==> src/cvp_pkg.sv <==
// cvp_pkg: shared types and constants for the crossfade voice player
// holds the controller state enum, command and status structs, field widths
// no dependencies
package cvp_pkg;

    // payload widths
    localparam int SAMPLE_W = 16;
    localparam int ADDR_W   = 16;
    localparam int LEN_W    = 17;
    localparam int MODE_W   = 2;
    localparam int CFG_W    = 16;

    // default voice memory depth in samples (power of two)
    localparam int VOICE_DEPTH_DEF = 65536;

    // fade divider: quotient width and step counter
    localparam int QUO_W     = 16;
    localparam int DIV_CNT_W = 4;
    localparam logic [DIV_CNT_W-1:0] DIV_LAST = DIV_CNT_W'(QUO_W - 1);

    // crossfade length after reset
    localparam logic [CFG_W-1:0] CFG_RESET = CFG_W'(144);

    // saturation bounds
    localparam logic signed [SAMPLE_W+1:0] SAT_MAX = 18'sd32767;
    localparam logic signed [SAMPLE_W+1:0] SAT_MIN = -18'sd32768;

    // item modes
    localparam logic [MODE_W-1:0] MODE_LOAD    = 2'd0;
    localparam logic [MODE_W-1:0] MODE_TRIGGER = 2'd1;
    localparam logic [MODE_W-1:0] MODE_READ    = 2'd2;

    // controller states
    typedef enum logic [2:0] {
        ST_IDLE,
        ST_RD_TAIL,
        ST_RD_VOICE,
        ST_MUL,
        ST_DIV,
        ST_DONE
    } t_state;

    // controller to datapath
    typedef struct packed {
        logic load;
        logic trigger;
        logic read_start;
        logic rd_tail;
        logic rd_voice;
        logic mul;
        logic div_step;
        logic finish;
    } t_cmd;

    // datapath to controller
    typedef struct packed {
        logic tail_act;
        logic div_last;
        logic out_free;
    } t_status;

endpackage

==> src/cvp_ctrl.sv <==
// cvp_ctrl: sequencing state machine for load, trigger and read beats
// depends on cvp_pkg for the state enum and command/status structs
module cvp_ctrl (
    input  logic                          i_clk,
    input  logic                          i_rst_n,
    input  logic                          i_valid,
    input  logic [cvp_pkg::MODE_W-1:0]    i_mode,
    input  cvp_pkg::t_status              i_status,
    output logic                          o_stall,
    output cvp_pkg::t_cmd                 o_cmd
);

    cvp_pkg::t_state r_state;
    cvp_pkg::t_state n_state;

    // state register
    always_ff @(posedge i_clk) begin
        if (!i_rst_n) begin
            r_state <= cvp_pkg::ST_IDLE;
        end else begin
            r_state <= n_state;
        end
    end

    // next state
    always_comb begin
        n_state = r_state;
        unique case (r_state)
            cvp_pkg::ST_IDLE: begin
                if (i_valid && i_mode == cvp_pkg::MODE_READ) begin
                    n_state = cvp_pkg::ST_RD_TAIL;
                end
            end
            cvp_pkg::ST_RD_TAIL:  n_state = cvp_pkg::ST_RD_VOICE;
            cvp_pkg::ST_RD_VOICE: n_state = cvp_pkg::ST_MUL;
            cvp_pkg::ST_MUL: begin
                n_state = i_status.tail_act ? cvp_pkg::ST_DIV : cvp_pkg::ST_DONE;
            end
            cvp_pkg::ST_DIV: begin
                if (i_status.div_last) begin
                    n_state = cvp_pkg::ST_DONE;
                end
            end
            cvp_pkg::ST_DONE: begin
                if (i_status.out_free) begin
                    n_state = cvp_pkg::ST_IDLE;
                end
            end
            default: n_state = cvp_pkg::ST_IDLE;
        endcase
    end

    // command outputs
    always_comb begin
        o_cmd   = '0;
        o_stall = 1'b1;
        unique case (r_state)
            cvp_pkg::ST_IDLE: begin
                o_stall          = 1'b0;
                o_cmd.load       = i_valid && i_mode == cvp_pkg::MODE_LOAD;
                o_cmd.trigger    = i_valid && i_mode == cvp_pkg::MODE_TRIGGER;
                o_cmd.read_start = i_valid && i_mode == cvp_pkg::MODE_READ;
            end
            cvp_pkg::ST_RD_TAIL:  o_cmd.rd_tail  = 1'b1;
            cvp_pkg::ST_RD_VOICE: o_cmd.rd_voice = 1'b1;
            cvp_pkg::ST_MUL:      o_cmd.mul      = 1'b1;
            cvp_pkg::ST_DIV:      o_cmd.div_step = 1'b1;
            cvp_pkg::ST_DONE:     o_cmd.finish   = i_status.out_free;
            default: o_stall = 1'b1;
        endcase
    end

endmodule

==> config.mk <==
export PLATFORM = sky130hd
export DESIGN_NAME = cvp_ctrl
export DESIGN_NICKNAME = d
export VERILOG_FILES = /design/src/cvp_pkg.sv /design/src/cvp_ctrl.sv
export SDC_FILE = /design/constraint.sdc
export NUM_CORES = 1
export LEC_CHECK = 0
export ABC_AREA = 1
export ABC_CLOCK_PERIOD_IN_PS = 1000
export BUFFER_PORTS_ARGS = -buffer_cell sky130_fd_sc_hd__buf_2
export CAP_MARGIN = 20
export CORE_AREA = 2 2 39 41
export CTS_CLUSTER_SIZE = 12
export DETAILED_ROUTE_END_ITERATION = 10
export DIE_AREA = 0 0 41 43
export MAX_ROUTING_LAYER = met4
export REMOVE_ABC_BUFFERS = 1
export SLEW_MARGIN = 20
export SYNTH_ARGS = -nofsm -noshare
export SYNTH_HDL_FRONTEND = slang
export SYNTH_SLANG_ARGS = --single-unit
==> constraint.sdc <==
create_clock -name i_clk -period 1 [get_ports i_clk]
set_input_delay 0.2 -clock i_clk [delete_from_list [all_inputs] [get_ports i_clk]]
set_output_delay 0.2 -clock i_clk [all_outputs]
set_load 0.01 [all_outputs]
* Word level (Yosys, flattened, before mapping)
Cells that the tools add are included.
Word-level totals: output and inout port bits 9, bits of input ports 8, flip-flop bits (word level) 3, logic and storage cells 29
Cells by class: mux-type cells 12, equality and inequality tests 10, reduce and logical (&&, ||, !) cells 6
Operator list (number):
- $pmux W3 S6 | 1
- $mux W3 | 4
- $mux W1 | 7
- $eq A3 B2 Y1 const B | 2
- $eq A3 B3 Y1 const B | 2
- $ne A2 B2 Y1 const B | 3
- $eq A3 B1 Y1 const B | 1
- $logic_and A1 B1 Y1 | 3
- $logic_not A3 Y1 | 1
- $reduce_and A3 Y1 | 1
- $eq A2 B1 Y1 const B | 1
- $eq A2 B2 Y1 const B | 1
- $logic_not A2 Y1 | 1

* Depth between registers and ports, before layout
word-level depth 4, depth in mapped cells 7, gate-level depth less buffers 7

* Worst setup path after synthesis
Ideal clock, no wire load.
kind reg2out, start point register r_state[1], end point output o_cmd[6] in the netlist's numbering, cell stages (with the launch flop) 4, path slack -0.104 ns, arrival 0.904 ns, path through dfxtp_1 -> nor2_4 -> nand2_2 -> nor3b_1
RTL lines:
- start: declaration | RTL line cvp_ctrl.sv:13 | cvp_pkg::t_state r_state;
- start signal: assignment | RTL line cvp_ctrl.sv:19 | r_state <= cvp_pkg::ST_IDLE;
- start signal: assignment | RTL line cvp_ctrl.sv:21 | r_state <= n_state;
- end: declaration | RTL line cvp_ctrl.sv:10 | output cvp_pkg::t_cmd o_cmd

==> flow_summary.html <==
<table>
<tr><th>Metric</th><th>Value</th></tr>
<tr><th colspan="2">Clocking</th></tr>
<tr><td>Root Buffer Master</td><td>clkbuf_4</td></tr>
<tr><td>Count of clock tree sinks</td><td>3</td></tr>
<tr><td>Worst skew pair latency</td><td>between 0.2 and 0.25 ns</td></tr>
<tr><td>Register clock-pin slew on the reported worst setup and hold paths</td><td>0.04 ns</td></tr>
<tr><td>Bufs on Longest Clock Path</td><td>2</td></tr>
<tr><td>TritonCTS clock tree</td><td>done</td></tr>
<tr><td>Number of levels in the clock H-tree</td><td>1</td></tr>
<tr><td>Cts bufs inserted</td><td>3</td></tr>
<tr><th colspan="2">GRT</th></tr>
<tr><td>Pin count of the biggest net entering global routing</td><td>7</td></tr>
<tr><td>Total routing usage reported by global routing</td><td>between 10 and 15%</td></tr>
<tr><td>Via count of the first global-routing pass</td><td>between 300 and 400</td></tr>
<tr><td>Wire length of the first global-routing pass</td><td>approximately 1200 um</td></tr>
<tr><td>Total congestion overflow</td><td>0</td></tr>
<tr><td>Antenna violations before repair</td><td>0</td></tr>
<tr><th colspan="2">Synthesis</th></tr>
<tr><td>Dominant cell by count in the synthesized netlist</td><td>nand2_1</td></tr>
<tr><td>Leading register cell type out of synthesis</td><td>dfxtp_1</td></tr>
<tr><td>Post-synth cell types</td><td>15</td></tr>
<tr><td>Cell Area, Synth</td><td>between 200 and 250 um2</td></tr>
<tr><td>Register bit count reported by yosys</td><td>3</td></tr>
<tr><td>Yosys top cell by area</td><td>dfxtp_1</td></tr>
<tr><td>Gate Count Post-Synth</td><td>39</td></tr>
<tr><td>Area share of the leading cell type in the synthesized netlist</td><td>roughly a quarter</td></tr>
<tr><td>Count of warnings emitted by yosys</td><td>0</td></tr>
<tr><td>Dominant cells by area after synthesis</td><td>dfxtp_1 (25%), nand2_1 (12%), nor2_1 (9.3%), nor2_4 (9.3%), inv_1 (7.8%)</td></tr>
<tr><td>Most common library cells after synthesis</td><td>nand2_1 (8), nor2_1 (6), inv_1 (5)</td></tr>
<tr><td>Share of the yosys chip area belonging to registers</td><td>24.9%</td></tr>
<tr><td>Proportion of synthesized flip-flops having asynchronous set or reset</td><td>0%</td></tr>
<tr><td>Synthesized area per cell</td><td>between 6 and 7 um2</td></tr>
<tr><td>Number of enable-type register cells in the synthesized netlist</td><td>0</td></tr>
<tr><th colspan="2">Finish</th></tr>
<tr><td>Antenna diodes</td><td>0</td></tr>
<tr><td>Final core utilization</td><td>34.2%</td></tr>
<tr><td>Register with the most flip-flops</td><td>r_state</td></tr>
<tr><td>Number of flip-flops in the largest register</td><td>3</td></tr>
<tr><td>Filler cell count in the final layout</td><td>154</td></tr>
<tr><td>Cell area after layout</td><td>between 400 and 500 um2</td></tr>
<tr><td>Layout cells sized above 1</td><td>around 63%</td></tr>
<tr><td>Registers with the most flip-flops</td><td>r_state x3</td></tr>
<tr><td>NumNets Final</td><td>74</td></tr>
<tr><td>Synth-to-layout area growth</td><td>95.9%</td></tr>
<tr><th colspan="2">Run status</th></tr>
<tr><td>Violated checks</td><td>setup timing</td></tr>
<tr><td>Outcome</td><td>finished, violations left</td></tr>
<tr><th colspan="2">STA</th></tr>
<tr><td>Worst-case setup margin in the final layout</td><td>-0.354 ns</td></tr>
<tr><td>Largest clock skew in the final design</td><td>~0.00098 ns</td></tr>
<tr><td>Count of final setup violators</td><td>11</td></tr>
<tr><td>Slew of the pin with the lowest slew margin</td><td>around 0.23 ns</td></tr>
<tr><td>Fmax</td><td>around 740 MHz</td></tr>
<tr><td>Unrepaired setup endpoints after global routing</td><td>true</td></tr>
<tr><td>Fin. Hold Viols</td><td>0</td></tr>
<tr><td>Period utilisation layout</td><td>135%</td></tr>
<tr><td>TNS Setup</td><td>-2.50 ns</td></tr>
<tr><td>Min cycle time layout</td><td>1.35 ns</td></tr>
<tr><td>Max Slew Vio Count</td><td>0</td></tr>
<tr><td>Worst slew margin relative to its limit</td><td>84.3%</td></tr>
<tr><th colspan="2">Place</th></tr>
<tr><td>Total of buffers placed on input and output ports</td><td>16</td></tr>
<tr><td>GP Congestion</td><td>~0.78</td></tr>
<tr><td>DP Area</td><td>about 350 um2</td></tr>
<tr><td>Detailed placer's ending HPWL</td><td>about 500 um</td></tr>
<tr><th colspan="2">Route</th></tr>
<tr><td>Vias per cell</td><td>roughly 4</td></tr>
<tr><td>DRC violation count after routing</td><td>0</td></tr>
<tr><td>Iteration count of the initial detailed-routing pass</td><td>2</td></tr>
<tr><td>Via count</td><td>325</td></tr>
<tr><td>Sum of routed wire length over all layers</td><td>between 800 and 900 um</td></tr>
<tr><td>Drt first-iter violations</td><td>1</td></tr>
<tr><td>Mean routed wirelength per cell</td><td>a little over 10 um</td></tr>
<tr><td>Detail Route Antenna Nets</td><td>0</td></tr>
<tr><th colspan="2">Floorplan</th></tr>
<tr><td>I/O pin count</td><td>17</td></tr>
<tr><td>Die outline width</td><td>between 40 and 50 um</td></tr>
<tr><td>Starting Density</td><td>~17%</td></tr>
<tr><td>Placeable Area</td><td>approximately 1400 um2</td></tr>
<tr><td>Chip Height</td><td>roughly 43 um</td></tr>
<tr><td>Floorplan die area</td><td>about 1800 um2</td></tr>
<tr><td>Standard-cell rows</td><td>14</td></tr>
<tr><th colspan="2">Setup path</th></tr>
<tr><td>Class of the most critical setup path</td><td>flop to output pin</td></tr>
<tr><td>Critical path data required time</td><td>0.80 ns</td></tr>
<tr><td>Type of element capturing the critical path</td><td>output pin</td></tr>
<tr><td>Arrival time reported for the critical path endpoint</td><td>~1.2 ns</td></tr>
<tr><td>Critical Path Start Type</td><td>flop</td></tr>
<tr><td>Worst Path Max Fanout</td><td>5</td></tr>
<tr><th colspan="2">Power</th></tr>
<tr><td>Power Total</td><td>slightly above 0.0008 W</td></tr>
<tr><td>Maximum VDD drop</td><td>between 0.0008 and 0.0009 V</td></tr>
<tr><td>LEAKAGE</td><td>around 0.24 nW</td></tr>
<tr><td>Pwr Density</td><td>~1700 nW/um2</td></tr>
<tr><th colspan="2">Run</th></tr>
<tr><td>Reported max-cap violation count</td><td>0</td></tr>
<tr><th colspan="2">Hold path</th></tr>
<tr><td>HP Class</td><td>input pin to flop</td></tr>
</table>
==> worst max-delay path: stages (launching register included) <==
cell	delay [ns]
dfxtp_4	0.35
nor2_4	0.14
nand2_4	0.08
nor3b_2	0.19
buf_2	0.16
==> power by group <==
| group | total (W) | internal [W] | switching [W] | leakage [nW] |
|---|---|---|---|---|
| logic | 0.000411 | 0.000202 | 0.000209 | 0.197 |
| registers | 0.000186 | 0.000148 | 0.0000378 | 0.0267 |
| clock network | 0.000211 | 0.000149 | 0.0000612 | 0.0150 |
| total | 0.000807 | 0.000499 | 0.000308 | 0.239 |
==> what timing repair did <==
action,in CTS,in global routing
gates resized for setup,11,7
hold buffers,0,0
pin swaps,1,2
setup endpoints to repair,11,12
buffers inserted,0,5
==> cell type report <==
cell class	count	area [um2]	area share, %
timing repair buffer	22	141	29.9
inverter	7	28.8	6.08
sequential	3	71.3	15.1
tap	16	20.0	4.23
multi-input combinational	29	185	39.2
clock buffer	4	26.3	5.56
==> layout by cell type, fill, tap and decap left out <==
master / n
clkbuf_1: 1
o31a_1: 1
nand3b_1: 1
buf_2: 14
nor3b_2: 1
nor2_1: 4
o21ai_0: 1
buf_4: 5
nand3_1: 1
inv_4: 1
nand3_2: 1
o21a_1: 1
nor2_4: 3
nor2_2: 3
nand2_4: 1
dfxtp_4: 3
nand2_1: 8
inv_2: 2
buf_6: 3
inv_1: 4
nor3_1: 2
nor3_2: 1
clkbuf_4: 3
==> worst paths after layout <==
path / from / endpoint / slack (ns) / depth (start not counted)
worst max-delay path: r_state[1]$_SDFFE_PN0P_ / o_cmd[6] / -0.35 / 4
worst min-delay path: i_rst_n / r_state[1]$_SDFFE_PN0P_ / 0.21 / 2
worst max register to register: r_state[1]$_SDFFE_PN0P_ / r_state[0]$_SDFFE_PN0P_ / -0.12 / 9
worst min register to register: r_state[2]$_SDFFE_PN0P_ / r_state[0]$_SDFFE_PN0P_ / 0.70 / 5
==> metal layers <==
layer | vias to the layer above | global-route usage [%] | routed length, um | share of wire [%]
li1 | 175 | - | - | -
met1 | 145 | 11.5 | 300 | 37
met2 | 5 | 17.8 | 496 | 61
met3 | 0 | 1.57 | 20 | 2.4
met4 | 0 | 8.00 | 0 | 0
met5 | - | - | 0 | 0
==> cell families (layout without fill, tap and decap cells) <==
logic type             after synthesis  in the layout  share of synthesized area, %
DFF                                  3              3                          24.9
buffers and inverters                7             33                          10.9
and+or+nand+nor                     26             26                          55.4
AOI/OAI and AO/OA                    3              3                          8.81
==> per-stage QoR <==
step                      hold WS (ns)  cells  worst slack [ns]
after floorplan                  0.318     39            -0.104
after global placement           0.449     72           -0.0958
after detailed placement         0.461     72           -0.0913
after CTS                        0.212     76            -0.288
after global routing             0.219     81            -0.395
final                            0.214     81            -0.354
Note: power is estimated with default switching activity, not from simulation.
